[src/rtl/masked_signature_stream_matcher_defines.svh]
// Assertion helpers for the matcher back end (msm_back). Expect clk and rst_n in scope.
`ifndef MASKED_SIGNATURE_STREAM_MATCHER_DEFINES_SVH
`define MASKED_SIGNATURE_STREAM_MATCHER_DEFINES_SVH

// same-cycle implication
`define MSM_ASSERT_IMP(lbl, pre, post, msg) \
  lbl: assert property (@(posedge clk) disable iff (!rst_n) (pre) |-> (post)) else $error(msg);

// next-cycle implication
`define MSM_ASSERT_NEXT(lbl, pre, post, msg) \
  lbl: assert property (@(posedge clk) disable iff (!rst_n) (pre) |=> (post)) else $error(msg);

`endif

[src/rtl/msm_pkg.sv]
package msm_pkg;

  localparam int WINDOW_BYTES_DEF  = 64;
  localparam int POSITION_BITS_DEF = 32;
  localparam int QUEUE_DEPTH       = 4;

  localparam int FUNC_W    = 2;
  localparam int IDX_W     = 6;
  localparam int BYTE_W    = 8;
  localparam int LEN_W     = 7;
  localparam int SHIFT_W   = 7;
  localparam int CNT_W     = 4;
  localparam int POS_OUT_W = 32;
  localparam int REG_IDX_W = 2;

  localparam int IN_TDATA_W  = 24;
  localparam int IN_TUSER_W  = 2;
  localparam int OUT_TDATA_W = 40;
  localparam int OUT_TUSER_W = 2;

  localparam logic [FUNC_W-1:0] FUNC_LOAD = 2'd0;
  localparam logic [FUNC_W-1:0] FUNC_DATA = 2'd1;
  localparam logic [FUNC_W-1:0] FUNC_EOS  = 2'd2;

  localparam logic [REG_IDX_W-1:0] REG_PATTERN_LENGTH = 2'd0;
  localparam logic [REG_IDX_W-1:0] REG_BASE_SHIFT     = 2'd1;
  localparam logic [REG_IDX_W-1:0] REG_MAX_MATCHES    = 2'd2;

  typedef enum logic [1:0] {
    CMD_LOAD = 2'd0,
    CMD_DATA = 2'd1,
    CMD_EOS  = 2'd2
  } kind_t;

  typedef struct packed {
    kind_t             kind;
    logic [IDX_W-1:0]  idx;
    logic [BYTE_W-1:0] value;  // pattern byte for a load, stream byte for data
    logic              care;
  } cmd_t;

  typedef struct packed {
    logic [LEN_W-1:0]   pattern_length;
    logic [SHIFT_W-1:0] base_shift;
    logic [CNT_W-1:0]   max_matches;
  } cfg_t;

  typedef struct packed {
    logic                 match_found;
    logic [POS_OUT_W-1:0] match_position;
    logic [CNT_W-1:0]     match_number;
    logic                 stream_done;
    logic [CNT_W-1:0]     match_count;
  } res_t;

endpackage

[src/rtl/msm_ram.sv]
module msm_ram #(
  parameter int WIDTH = 8,
  parameter int DEPTH = 64
) (
  input  logic                     clk,
  input  logic                     we,
  input  logic [$clog2(DEPTH)-1:0] waddr,
  input  logic [WIDTH-1:0]         wdata,
  input  logic [$clog2(DEPTH)-1:0] raddr,
  output logic [WIDTH-1:0]         rdata
);

  logic [WIDTH-1:0] mem_r [DEPTH];

  always_ff @(posedge clk) begin
    if (we) begin
      mem_r[waddr] <= wdata;
    end
    rdata <= mem_r[raddr];
  end

endmodule

[src/rtl/msm_front.sv]
module msm_front import msm_pkg::*; #(
  parameter int WINDOW_BYTES = WINDOW_BYTES_DEF
) (
  input  logic              clk,
  input  logic              rst_n,
  input  logic              in_valid,
  output logic              in_ready,
  input  logic [FUNC_W-1:0] in_func,
  input  logic [IDX_W-1:0]  in_pattern_index,
  input  logic [BYTE_W-1:0] in_pattern_byte,
  input  logic              in_pattern_care,
  input  logic [BYTE_W-1:0] in_data_byte,
  output logic              push_valid,
  input  logic              push_ready,
  output cmd_t              push_cmd
);

  localparam int CW = ((IDX_W > 9) ? IDX_W : 9) + 1;

  logic f_v_r;
  cmd_t f_cmd_r;
  cmd_t cmd_nxt;
  logic keep;

  assign in_ready   = !f_v_r || push_ready;
  assign push_valid = f_v_r;
  assign push_cmd   = f_cmd_r;

  // unused func codes and loads past the window are dropped here
  always_comb begin
    cmd_nxt.idx   = in_pattern_index;
    cmd_nxt.care  = in_pattern_care;
    cmd_nxt.value = in_data_byte;
    cmd_nxt.kind  = CMD_DATA;
    keep          = 1'b0;
    unique case (in_func)
      FUNC_LOAD: begin
        cmd_nxt.kind  = CMD_LOAD;
        cmd_nxt.value = in_pattern_byte;
        keep          = CW'(in_pattern_index) < CW'(WINDOW_BYTES);
      end
      FUNC_DATA: begin
        cmd_nxt.kind = CMD_DATA;
        keep         = 1'b1;
      end
      FUNC_EOS: begin
        cmd_nxt.kind = CMD_EOS;
        keep         = 1'b1;
      end
      default: keep = 1'b0;
    endcase
  end

  always_ff @(posedge clk) begin
    if (!rst_n) begin
      f_v_r <= 1'b0;
    end else if (in_ready) begin
      f_v_r <= in_valid && keep;
    end
  end

  always_ff @(posedge clk) begin
    if (in_ready) begin
      f_cmd_r <= cmd_nxt;
    end
  end

endmodule

[src/rtl/msm_queue.sv]
module msm_queue import msm_pkg::*; #(
  parameter int DEPTH = QUEUE_DEPTH
) (
  input  logic clk,
  input  logic rst_n,
  input  logic push_valid,
  output logic push_ready,
  input  cmd_t push_cmd,
  output logic pop_valid,
  input  logic pop,
  output cmd_t pop_cmd
);

  localparam int PW = $clog2(DEPTH);
  localparam int CW = $clog2(DEPTH + 1);

  cmd_t          mem_r [DEPTH];
  logic [PW-1:0] wr_ptr_r;
  logic [PW-1:0] rd_ptr_r;
  logic [CW-1:0] cnt_r;
  logic          push;

  assign push_ready = cnt_r != CW'(DEPTH);
  assign pop_valid  = cnt_r != '0;
  assign pop_cmd    = mem_r[rd_ptr_r];
  assign push       = push_valid && push_ready;

  always_ff @(posedge clk) begin
    if (!rst_n) begin
      wr_ptr_r <= '0;
      rd_ptr_r <= '0;
      cnt_r    <= '0;
    end else begin
      if (push) begin
        wr_ptr_r <= (wr_ptr_r == PW'(DEPTH - 1)) ? '0 : wr_ptr_r + PW'(1);
      end
      if (pop) begin
        rd_ptr_r <= (rd_ptr_r == PW'(DEPTH - 1)) ? '0 : rd_ptr_r + PW'(1);
      end
      if (push && !pop) begin
        cnt_r <= cnt_r + CW'(1);
      end else if (pop && !push) begin
        cnt_r <= cnt_r - CW'(1);
      end
    end
  end

  always_ff @(posedge clk) begin
    if (push) begin
      mem_r[wr_ptr_r] <= push_cmd;
    end
  end

endmodule

[src/rtl/msm_back.sv]
`include "masked_signature_stream_matcher_defines.svh"

module msm_back import msm_pkg::*; #(
  parameter int WINDOW_BYTES  = WINDOW_BYTES_DEF,
  parameter int POSITION_BITS = POSITION_BITS_DEF
) (
  input  logic                 clk,
  input  logic                 rst_n,
  input  logic                 cfg_valid,
  output logic                 cfg_ready,
  input  logic [REG_IDX_W-1:0] cfg_index,
  input  logic [LEN_W-1:0]     cfg_data,
  input  logic                 q_valid,
  input  cmd_t                 q_cmd,
  output logic                 q_pop,
  output logic                 out_valid,
  input  logic                 out_ready,
  output res_t                 out_res
);

  localparam int AW = $clog2(WINDOW_BYTES);
  localparam int LW = $clog2(WINDOW_BYTES + 1);
  localparam int XW = ((LW > IDX_W) ? LW : IDX_W) + 1;
  localparam int P  = POSITION_BITS;
  localparam int BW = POSITION_BITS + 2;

  cfg_t cfg_r;
  logic [LW-1:0] len_eff;

  // shifted pattern: entry d is compared with the byte d places back
  logic [BYTE_W-1:0]       sh_pat_r [WINDOW_BYTES];
  logic [WINDOW_BYTES-1:0] sh_care_r;
  logic [WINDOW_BYTES-1:0] raw_care_r;
  logic [BYTE_W-1:0]       win_r [WINDOW_BYTES];
  logic [BYTE_W-1:0]       win_new [WINDOW_BYTES];
  logic [WINDOW_BYTES-1:0] eq;

  logic          sweep_r;
  logic [AW-1:0] sw_cnt_r;
  logic          sw_wr_v_r;
  logic [AW-1:0] sw_wr_idx_r;
  logic          sw_wr_care_r;
  logic [LW-1:0] sw_diff;
  logic [AW-1:0] sw_addr;
  logic          sw_in_range;
  logic          busy;
  logic [BYTE_W-1:0] ram_rdata;

  logic          ld;
  logic          ld_in;
  logic [XW-1:0] ld_diff;
  logic [AW-1:0] ld_pos;
  logic          is_data;

  logic [P-1:0]  seen_r;
  logic [P:0]    seen_inc;
  logic          sat;
  logic          short_c;

  logic                    s1_v_r;
  logic                    s1_eos_r;
  logic                    s1_skip_r;
  logic [P-1:0]            s1_pos_r;
  logic [WINDOW_BYTES-1:0] s1_eq_r;
  logic [BW-1:0]           base;
  logic                    base_ok;
  logic                    s1_hit;
  logic                    s1_res;
  logic                    s1_go;
  logic                    s1_free;
  logic                    out_free;
  logic [CNT_W-1:0]        cnt_r;
  logic                    out_v_r;
  res_t                    res_r;
  res_t                    res_nxt;

  assign cfg_ready = 1'b1;

  always_ff @(posedge clk) begin
    if (!rst_n) begin
      cfg_r.pattern_length <= LEN_W'(1);
      cfg_r.base_shift     <= '0;
      cfg_r.max_matches    <= CNT_W'(1);
    end else if (cfg_valid) begin
      unique case (cfg_index)
        REG_PATTERN_LENGTH: cfg_r.pattern_length <= cfg_data;
        REG_BASE_SHIFT:     cfg_r.base_shift     <= cfg_data;
        REG_MAX_MATCHES:    cfg_r.max_matches    <= cfg_data[CNT_W-1:0];
        default: ;
      endcase
    end
  end

  always_comb begin
    if (cfg_r.pattern_length == '0) begin
      len_eff = LW'(1);
    end else if ((LW + LEN_W)'(cfg_r.pattern_length) > (LW + LEN_W)'(WINDOW_BYTES)) begin
      len_eff = LW'(WINDOW_BYTES);
    end else begin
      len_eff = LW'(cfg_r.pattern_length);
    end
  end

  // rebuild the shifted pattern after a length change, one entry a cycle
  assign sw_diff     = len_eff - LW'(1) - LW'(sw_cnt_r);
  assign sw_addr     = sw_diff[AW-1:0];
  assign sw_in_range = LW'(sw_cnt_r) < len_eff;
  assign busy        = sweep_r || sw_wr_v_r;

  always_ff @(posedge clk) begin
    if (!rst_n) begin
      sweep_r   <= 1'b0;
      sw_cnt_r  <= '0;
      sw_wr_v_r <= 1'b0;
    end else begin
      sw_wr_v_r <= sweep_r;
      if (cfg_valid && cfg_index == REG_PATTERN_LENGTH) begin
        sweep_r  <= 1'b1;
        sw_cnt_r <= '0;
      end else if (sweep_r) begin
        sw_cnt_r <= sw_cnt_r + AW'(1);
        if (sw_cnt_r == AW'(WINDOW_BYTES - 1)) begin
          sweep_r <= 1'b0;
        end
      end
    end
  end

  always_ff @(posedge clk) begin
    sw_wr_idx_r  <= sw_cnt_r;
    sw_wr_care_r <= sw_in_range && raw_care_r[sw_addr];
  end

  // front-to-back queue pop; loads need no downstream slot
  assign s1_free = !s1_v_r || s1_go;
  assign q_pop   = q_valid && !busy && (q_cmd.kind == CMD_LOAD || s1_free);
  assign ld      = q_pop && q_cmd.kind == CMD_LOAD;
  assign is_data = q_pop && q_cmd.kind == CMD_DATA;
  assign ld_in   = XW'(q_cmd.idx) < XW'(len_eff);
  assign ld_diff = XW'(len_eff) - XW'(1) - XW'(q_cmd.idx);
  assign ld_pos  = ld_diff[AW-1:0];

  msm_ram #(
    .WIDTH(BYTE_W),
    .DEPTH(WINDOW_BYTES)
  ) u_pat_ram (
    .clk  (clk),
    .we   (ld),
    .waddr(AW'(q_cmd.idx)),
    .wdata(q_cmd.value),
    .raddr(sw_addr),
    .rdata(ram_rdata)
  );

  always_ff @(posedge clk) begin
    if (!rst_n) begin
      raw_care_r <= '0;
      sh_care_r  <= '0;
    end else begin
      if (ld) begin
        raw_care_r[AW'(q_cmd.idx)] <= q_cmd.care;
      end
      if (sw_wr_v_r) begin
        sh_care_r[sw_wr_idx_r] <= sw_wr_care_r;
      end else if (ld && ld_in) begin
        sh_care_r[ld_pos] <= q_cmd.care;
      end
    end
  end

  always_ff @(posedge clk) begin
    if (sw_wr_v_r) begin
      sh_pat_r[sw_wr_idx_r] <= ram_rdata;
    end else if (ld && ld_in) begin
      sh_pat_r[ld_pos] <= q_cmd.value;
    end
  end

  // window of recent bytes, newest at index 0
  always_comb begin
    win_new[0] = q_cmd.value;
    for (int d = 1; d < WINDOW_BYTES; d++) begin
      win_new[d] = win_r[d-1];
    end
    for (int d = 0; d < WINDOW_BYTES; d++) begin
      eq[d] = !sh_care_r[d] || (sh_pat_r[d] == win_new[d]);
    end
  end

  always_ff @(posedge clk) begin
    if (is_data) begin
      win_r <= win_new;
    end
  end

  assign sat      = &seen_r;
  assign seen_inc = {1'b0, seen_r} + (P + 1)'(1);
  assign short_c  = seen_inc < (P + 1)'(len_eff);

  always_ff @(posedge clk) begin
    if (!rst_n) begin
      seen_r <= '0;
    end else if (q_pop && q_cmd.kind == CMD_EOS) begin
      seen_r <= '0;
    end else if (is_data && !sat) begin
      seen_r <= seen_inc[P-1:0];
    end
  end

  // stage 1: reduce compare, base position, result decision
  always_ff @(posedge clk) begin
    if (!rst_n) begin
      s1_v_r <= 1'b0;
    end else if (s1_free) begin
      s1_v_r <= q_pop && q_cmd.kind != CMD_LOAD;
    end
  end

  always_ff @(posedge clk) begin
    if (s1_free) begin
      s1_eos_r  <= q_cmd.kind == CMD_EOS;
      s1_skip_r <= sat || short_c;
      s1_pos_r  <= seen_r;
      s1_eq_r   <= eq;
    end
  end

  assign base = BW'(s1_pos_r) + BW'(1) - BW'(len_eff)
              - {{(BW - SHIFT_W){cfg_r.base_shift[SHIFT_W-1]}}, cfg_r.base_shift};
  assign base_ok = ~|base[BW-1:BW-2];

  assign s1_hit = s1_v_r && !s1_eos_r && !s1_skip_r && (cnt_r < cfg_r.max_matches)
               && (&s1_eq_r) && base_ok;
  assign s1_res   = s1_hit || (s1_v_r && s1_eos_r);
  assign out_free = !out_v_r || out_ready;
  assign s1_go    = s1_v_r && (!s1_res || out_free);

  always_comb begin
    res_nxt = '0;
    if (s1_eos_r) begin
      res_nxt.stream_done = 1'b1;
      res_nxt.match_count = cnt_r;
    end else begin
      res_nxt.match_found    = 1'b1;
      res_nxt.match_position = POS_OUT_W'(base[P-1:0]);
      res_nxt.match_number   = cnt_r;
    end
  end

  always_ff @(posedge clk) begin
    if (!rst_n) begin
      cnt_r   <= '0;
      out_v_r <= 1'b0;
    end else begin
      if (s1_go && s1_eos_r) begin
        cnt_r <= '0;
      end else if (s1_go && s1_hit) begin
        cnt_r <= cnt_r + CNT_W'(1);
      end
      if (out_free) begin
        out_v_r <= s1_go && s1_res;
      end
    end
  end

  always_ff @(posedge clk) begin
    if (out_free && s1_go && s1_res) begin
      res_r <= res_nxt;
    end
  end

  assign out_valid = out_v_r;
  assign out_res   = res_r;

  `MSM_ASSERT_IMP(a_no_pop_in_sweep, busy, !q_pop, "request popped during pattern rebuild")
  `MSM_ASSERT_NEXT(a_s1_holds, s1_v_r && !s1_go, s1_v_r && $stable(s1_pos_r), "stage 1 lost")
  `MSM_ASSERT_NEXT(a_hit_reaches_out, s1_go && s1_hit, out_v_r && res_r.match_found, "hit lost")

endmodule

[src/rtl/masked_signature_stream_matcher.sv]
// Masked byte-signature search over a byte stream. Pattern loads (tuser 0),
// data bytes (tuser 1) and end-of-stream requests (tuser 2) enter on in_;
// each data byte closes a window of pattern_length bytes that is compared
// against the loaded bytes wherever their care bit is set, and a hit reports
// the base position (window start minus base_shift) until max_matches hits
// are in; end of stream reports the count and restarts position counting.
// One request is taken per clock unless a pattern rebuild or a stalled output backs
// up the queue; a result passes the front register, a queue entry, the compare
// register and the output register before it is presented on out_.
// Writing pattern_length rebuilds the shifted pattern copy through the
// pattern memory's single read port, so queued requests wait until that
// rebuild is done before work resumes.
module masked_signature_stream_matcher import msm_pkg::*; #(
  parameter int WINDOW_BYTES  = WINDOW_BYTES_DEF,
  parameter int POSITION_BITS = POSITION_BITS_DEF
) (
  input  logic                   clk,
  input  logic                   rst_n,
  input  logic                   cfg_valid,
  output logic                   cfg_ready,
  input  logic [REG_IDX_W-1:0]   cfg_index,
  input  logic [LEN_W-1:0]       cfg_data,
  input  logic                   in_tvalid,
  output logic                   in_tready,
  // pattern_index[5:0], pattern_byte[13:6], pattern_care[14], data_byte[22:15], pad
  input  logic [IN_TDATA_W-1:0]  in_tdata,
  // func[1:0]
  input  logic [IN_TUSER_W-1:0]  in_tuser,
  output logic                   out_tvalid,
  input  logic                   out_tready,
  // match_position[31:0], match_number[35:32], match_count[39:36]
  output logic [OUT_TDATA_W-1:0] out_tdata,
  // match_found[0], stream_done[1]
  output logic [OUT_TUSER_W-1:0] out_tuser
);

  logic q_push_valid;
  logic q_push_ready;
  cmd_t q_push_cmd;
  logic q_valid;
  logic q_pop;
  cmd_t q_cmd;
  res_t res;

  msm_front #(
    .WINDOW_BYTES(WINDOW_BYTES)
  ) u_front (
    .clk             (clk),
    .rst_n           (rst_n),
    .in_valid        (in_tvalid),
    .in_ready        (in_tready),
    .in_func         (in_tuser),
    .in_pattern_index(in_tdata[5:0]),
    .in_pattern_byte (in_tdata[13:6]),
    .in_pattern_care (in_tdata[14]),
    .in_data_byte    (in_tdata[22:15]),
    .push_valid      (q_push_valid),
    .push_ready      (q_push_ready),
    .push_cmd        (q_push_cmd)
  );

  msm_queue #(
    .DEPTH(QUEUE_DEPTH)
  ) u_queue (
    .clk       (clk),
    .rst_n     (rst_n),
    .push_valid(q_push_valid),
    .push_ready(q_push_ready),
    .push_cmd  (q_push_cmd),
    .pop_valid (q_valid),
    .pop       (q_pop),
    .pop_cmd   (q_cmd)
  );

  msm_back #(
    .WINDOW_BYTES (WINDOW_BYTES),
    .POSITION_BITS(POSITION_BITS)
  ) u_back (
    .clk      (clk),
    .rst_n    (rst_n),
    .cfg_valid(cfg_valid),
    .cfg_ready(cfg_ready),
    .cfg_index(cfg_index),
    .cfg_data (cfg_data),
    .q_valid  (q_valid),
    .q_cmd    (q_cmd),
    .q_pop    (q_pop),
    .out_valid(out_tvalid),
    .out_ready(out_tready),
    .out_res  (res)
  );

  assign out_tdata = {res.match_count, res.match_number, res.match_position};
  assign out_tuser = {res.stream_done, res.match_found};

endmodule

[config.mk]
export PLATFORM = sky130hd
export DESIGN_NAME = masked_signature_stream_matcher
export DESIGN_NICKNAME = d
export VERILOG_FILES = /design/src/rtl/msm_pkg.sv /design/src/rtl/msm_ram.sv /design/src/rtl/msm_front.sv /design/src/rtl/msm_queue.sv /design/src/rtl/msm_back.sv /design/src/rtl/masked_signature_stream_matcher.sv
export VERILOG_INCLUDE_DIRS = /design/src /design/src/rtl
export SDC_FILE = /design/constraint.sdc
export NUM_CORES = 2
export LEC_CHECK = 0
export BUFFER_PORTS_ARGS = -buffer_cell sky130_fd_sc_hd__clkbuf_2
export CORE_MARGIN = 2
export CORE_UTILIZATION = 39
export DETAILED_ROUTE_END_ITERATION = 8
export PLACE_DENSITY = 0.5
export SLEW_MARGIN = 20
export SYNTH_ARGS = -nofsm -noshare
export SYNTH_HDL_FRONTEND = slang
export SYNTH_SLANG_ARGS = --single-unit
[constraint.sdc]
create_clock -name clk -period 56.9 [get_ports clk]
set_input_delay 17.07 -clock clk [delete_from_list [all_inputs] [get_ports clk]]
set_output_delay 17.07 -clock clk [all_outputs]
set_load 0.01 [all_outputs]
Word-level counts from Yosys, hierarchy flattened
Memories as Yosys holds them, arrays and structs flattened. A register that Yosys moved wholly into a read port is not among the register bits.
Cells that the tools add are included.
- equal/unequal tests: 74
- bitwise operators: 1
- mux-type cells: 41
- reductions and logical operators: 195
- $lt $le $gt $ge: 12
- $add $sub $neg: 14
- operators with widths (kind ; count):
    $eq 8x8->1 ; 64
    $bwmux 64 ; 3
    $mux 64 ; 2
    $logic_not 1->1 ; 75
    $logic_or 1x1->1 ; 72
    $add 32x1->33 const B ; 2
    $reduce_and 64->1 ; 1
    $mux 37 ; 1
    $sub 33x7->34 ; 1
    $sub 34x34->34 ; 1
    $lt 33x7->1 ; 1
    $reduce_and 32->1 ; 1
    $logic_and 1x1->1 ; 29
    $lt 6x7->1 const B ; 4
    $demux 1 s6 ; 3
    $ge 6x1->1 const B ; 3
    $mux 1 ; 18
    $mux 8 ; 2
    $lt 6x7->1 ; 2
    $mux 7 ; 2
    $sub 6x1->6 const B ; 2
    $sub 6x6->6 ; 2
    $eq 2x2->1 const B ; 5
    $mux 2 ; 4
    other kinds (24) ; 37
- output and inout port bits: 45
- register bits after elaboration: 868
- memories kept: 3
- word-level logic and storage cells: 434
- RAM bits: 1092
- bits of input ports: 40
- memories (name ; words ; bits a word ; read ports ; clocked after Yosys merged registers in ; wr ports ; RTL line ; RTL):
    u_back.sh_pat_r ; 64 ; 8 ; 64 ; 0 ; 1 ; msm_back.sv:31 ; logic [BYTE_W-1:0] sh_pat_r [WINDOW_BYTES];
    u_back.u_pat_ram.mem_r ; 64 ; 8 ; 1 ; 1 ; 1 ; msm_ram.sv:13 ; logic [WIDTH-1:0] mem_r [DEPTH];
    u_queue.mem_r ; 4 ; 17 ; 1 ; 1 ; 1 ; msm_queue.sv:17 ; cmd_t mem_r [DEPTH];

Depth between registers and ports, before layout
- depth in word-level cells: 22
- mapped depth: 22
- gate-level depth less buffers: 22

By module
A second synthesis with hierarchy kept.
- cells, all modules: 4822
- area, all modules: 78755.5 µm²
- modules (own cells, without submodules) (module ; sequential area each (µm²) ; area each (µm²) ; cells each ; instances):
    msm_back ; 38697.1 ; 54979.0 ; 3712 ; 1
    msm_ram ; 15534.9 ; 20166.8 ; 940 ; 1
    msm_queue ; 2222.1 ; 2941.6 ; 138 ; 1
    msm_front ; 530.5 ; 668.1 ; 32 ; 1

Worst setup path before layout
No wires, ideal clock.
- path type: input to register
- start point: in out_tready
- end point: reg u_back.seen_r[30]
- data required time: 56687 ps
- library setup time: 213 ps
- stages on the path: 6
- path buffers: 1
- arrival: 44086 ps
- setup slack: 12601 ps
- path through: nor2b_1 > and2_1 > clkbuf_1 > a21oi_1 > a41oi_1 > a211oi_1
- word-level cells in the longest chain between the ends: 8
- elaborated cells on any way between the ends: 10
- classes of those cells: 10 x reduce/logical
- RTL lines (element ; RTL line ; RTL):
    start, declared ; masked_signature_stream_matcher.sv:30 ; input logic out_tready,
    $logic_or 1x1->1 ; msm_back.sv:235 ; assign out_free = !out_v_r || out_ready;
    $logic_or 1x1->1 ; msm_back.sv:236 ; assign s1_go = s1_v_r && (!s1_res || out_free);
    $logic_and 1x1->1 ; msm_back.sv:236 ;
    $logic_or 1x1->1 ; msm_back.sv:135 ; assign s1_free = !s1_v_r || s1_go;
    $logic_or 1x1->1 ; msm_back.sv:136 ; assign q_pop = q_valid && !busy && (q_cmd.kind == CMD_LOAD || s1_free);
    $logic_and 1x1->1 ; msm_back.sv:136 ;
    $logic_and 1x1->1 ; msm_back.sv:138 ; assign is_data = q_pop && q_cmd.kind == CMD_DATA;
    via u_back.is_data ; msm_back.sv:53 ; logic is_data;
    $logic_and 1x1->1 ; msm_back.sv:205 ; end else if (is_data && !sat) begin
    end signal, assigned ; msm_back.sv:206 ; seen_r <= seen_inc[P-1:0];
    end, declared ; msm_back.sv:55 ; logic [P-1:0] seen_r;
The timed path passes the listed nets, and every way through them passes these cells.
A chain may end at the register's enable or synchronous reset.

Final worst setup path
- start point: in out_tready
- end point: reg u_back.win_r (netlist bit u_back.win_new[276]), enable pin
- word-level cells in the longest chain between the ends: 7
- RTL lines (element ; RTL line ; RTL):
    $logic_or 1x1->1 ; msm_back.sv:235 ;
    $logic_or 1x1->1 ; msm_back.sv:236 ;
    $logic_and 1x1->1 ; msm_back.sv:236 ;
    $logic_or 1x1->1 ; msm_back.sv:135 ;
    $logic_or 1x1->1 ; msm_back.sv:136 ;
    $logic_and 1x1->1 ; msm_back.sv:136 ;
    $logic_and 1x1->1 ; msm_back.sv:138 ;
    via u_back.is_data ; msm_back.sv:53 ;
    end signal, assigned ; msm_back.sv:192 ; win_r <= win_new;
    end, declared ; msm_back.sv:34 ; logic [BYTE_W-1:0] win_r [WINDOW_BYTES];
The timed path passes the listed nets, and every way through them passes these cells.

==> flow_summary.toml <==
[drt]
wirelength_mm = 179
drt_iter0_drc = 3173
dr.pass1.iters = 5
viasPerCell = 5.19
antenna_left = 0
wl_per_cell_um = 23.2
drc = 0
vias = 39900

[cells_and_area]
fill_cells = 17300
fin_nets = 5041
fin_cells = 7685
syn_to_final_growth_pct = 13.9
drive_gt1_share_pct = 14.2
final_cell_mix = "1753 x edfxtp_1, 548 x xnor2_1, 255 x nor2_1, 217 x dfxtp_1, 206 x clkbuf_16"
mostFrequentLayoutCell = "edfxtp_1"

[cts]
clock_latency_ns = 0.85
cts_tree = "done"
cts_resized = 0
cts_hold_buf = 0
h-tree-depth = 4
root_buffer = "clkbuf_16"
clock_sinks = 1970
clk_pin_slew_ns = 0.06
cts_setup_buffers = 0
cts_buffers = 205
clk_path_buf_depth = 3

[timing]
hold_viol = 0
relSlewSlack_pct = 8.41
slew_viol_final = 0
fmax_ghz = 0.0498
tns_ns = 0
finalCritPeriodShare_pct = 35.3
rsz0062_at_grt = "no"
skew_ns = 0.0855
setup_viol = 0
period_needed_ns = 20.09
tightestPinTransition_ns = 1.37

[worst_hold_path]
min_path_type = "reg -> reg"

[critical_path]
crit_chain = "clkbuf_2, nor2b_1, and2_1, a21oi_4, buf_4, buf_4, buf_12"
cp_common_cell = "buf_4"
slowest_delay_ns = 0.87
start_kind = "input port"
critPathMaxFanout = 165
cp_data_arrival_time_ns = 20.51
cp_top_family = "buffers and inverters"
ff2ff_setup_slack_ns = 48.92
setup.worst_path.class = "in -> reg"
cp_num_buf_inv = 4
worstPathRequired_ns = 57.32
critical_path.slowest_cell = "buf_4"
critPathCaptureType = "flip-flop"

[grt]
antenna_found_initial = 3
grt_overflow = 0
grt_use_total_pct = 17.6
first_global_vias = 40700
grt_pass1_wl_mm = 268
grt_max_degree = 166

[floorplanning]
die_area_sq_um = 203000
die_w_um = 451
coreArea_sq_um = 198000
rows = 163
die_h_um = 451
io-pin-count = 85
start_util_pct = 39.3

[logic_synthesis]
yosys_warnings = 0
ys_seq_area_share_pct = 73.2
synth_xor_area_share_pct = 6.44
synth.distinct_cells = 84
synth_compound_area_share_pct = 4.90
synth_top_family_by_area = "XOR/XNOR gates"
yosys.area.top_type_share_pct = 67.6
syn_area_per_cell_sq_um = 16.7
synthFlopType = "edfxtp_1"
netlist_area_sq_um = 77800
synth_cells = 4660
synth_mux_area_share_pct = 6.26
yosys.area_share.adder_pct = 2.34
synth.net_count = 4839
yosys-top-cells-area = "edfxtp_1 68%, xnor2_1 6.2%, mux4_2 5.7%, dfxtp_1 5.6%, ha_1 2.1%"
yosys.area.top_type = "edfxtp_1"
ys_ff_latch = 1970
yosys.area_share.simple_pct = 5.45
synth_async_sr_flop_share_pct = 0
synth_edf_count = 1753

[power_and_ir_drop]
p_sw_w = 0.00106
p_sw_share_pct = 27.5
clkPwrFrac_pct = 36.2
power_leakage_nw = 28.1
ir_drop_v = 0.0000395
powerDensity_nw_per_um2 = 43.3
pwr-share-seq_pct = 48.9
comb_power_share_pct = 14.9
internal_power_w = 0.00278

[placed_design]
io_buffer_count = 82
dp.cells = 7295
place_hpwl_mm = 111
place_congestion = 0.802

[job]
drv_cap = 0

[run_status]
outcome = "finished clean"
cell type report:
cell class	count	area [sq um]	share of cell area, %
diodes	3	7.51	0.00847
well taps	2640	3300	3.73
clock inverters	123	1590	1.80
clock buffers	264	5470	6.17
repair buffers	137	851	0.960
flip-flops and latches	1970	57000	64.3
inverters	136	512	0.577
multi-input cells	2412	19900	22.5
synthesized netlist by cell type (5+ instances only):
cell	instances
a211oi_1	16
a21o_1	24
a21oi_1	165
a22o_1	6
a31oi_1	12
and2_1	17
buf_1	9
buf_2	18
clkbuf_1	114
dfxtp_1	217
edfxtp_1	1753
fa_1	11
ha_1	128
inv_1	136
mux2_2	12
mux2i_1	28
mux4_2	198
nand2_1	202
nand2b_1	11
nand3_1	55
nand4_1	158
nor2_1	256
nor2b_1	37
nor3_1	30
nor4_1	12
o211a_1	39
o211ai_1	5
o21a_1	7
o21ai_0	186
o21bai_1	16
o221ai_1	29
o22ai_1	26
o311a_1	10
o31ai_1	7
or2_2	13
or3_1	36
or4_1	13
xnor2_1	551
xor2_1	21
cell families after synthesis:
family	Yosys count
other	1
buffers and inverters	278
xor gates and xnor gates	572
and+or+nand+nor	867
adders and majority gates	139
AOI/OAI and AO/OA	595
DFF	1970
muxes	238
layer usage:
layer / GRT usage [%] / share of wire, %
met1: 24.5 / 45
met2: 28.5 / 48
met3: 2.65 / 4.4
met4: 5.11 / 2.5
met5: 0 / 0
flip-flops by register name, summed over array words and instances, names as in the netlist, 2 cells and up, named ones only:
signal / count
u_back.u_pat_ram.rdata: 8
u_back.raw_care_r: 64
u_queue.rd_ptr_r: 2
u_back.sh_care_r: 64
u_back.u_pat_ram.mem_r: 512
u_front.push_cmd: 17
u_back.win_new: 504
u_back.sh_pat_r: 512
u_back.s1_eq_r: 64
u_back.s1_pos_r: 32
u_back.sw_cnt_r: 6
u_back.sw_wr_idx_r: 6
u_back.out_res: 42
u_back.cnt_r: 4
u_queue.wr_ptr_r: 2
u_back.cfg_r: 18
u_queue.mem_r: 68
u_back.seen_r: 32
u_queue.cnt_r: 3
worst register-to-register path, stage by stage, from the launching register on:
cell	delay, ns
dfxtp_1	0.53
inv_1	0.23
nand2_1	0.35
inv_1	0.23
ha_1	0.34
fa_1	0.48
inv_1	0.04
ha_1	0.23
fa_1	0.50
a211oi_1	0.46
o2111ai_1	0.26
nand3_1	0.13
nand2_1	0.13
o2111a_1	0.27
a21oi_1	0.25
o31ai_2	0.08
buf_4	0.20
a21oi_4	0.13
buf_4	0.67
buf_4	0.90
buf_12	0.58
power by group through the flow:
stage	clock, W	combinational (W)	sequential, W
3_5_place_dp	0	0.000592	0.00191
5_1_grt	0.00148	0.000630	0.00189
4_1_cts	0.00142	0.000593	0.00188
3_3_place_gp	0	0.000586	0.00191
6_report	0.00139	0.000574	0.00188
2_1_floorplan	0	0.000334	0.00198
metrics by stage:
stage	power [W]	util [%]	instance area, sq um	worst slack (ns)	hold slack [ns]
global placement	0.00249	41.2	81500	36.00	0.402
detailed placement	0.00250	41.2	81600	35.96	0.404
floorplan	0.00231	-	77800	12.60	0.369
CTS	0.00390	44.8	88600	36.88	0.406
finish	0.00384	44.8	88600	36.81	0.409
global route	0.00400	44.8	88600	36.66	0.417
final timing paths:
check | endpoint | cells after the start | start
max | u_back.win_new[276] | 7 | out_tready
min | u_back.sw_wr_idx_r[4] | 0 | u_back.sw_cnt_r[4]
max reg2reg | u_back.win_new[276] | 20 | u_back.cfg_r[17]
min reg2reg | u_back.sw_wr_idx_r[4] | 0 | u_back.sw_cnt_r[4]
(Power assumes the default switching activity.)
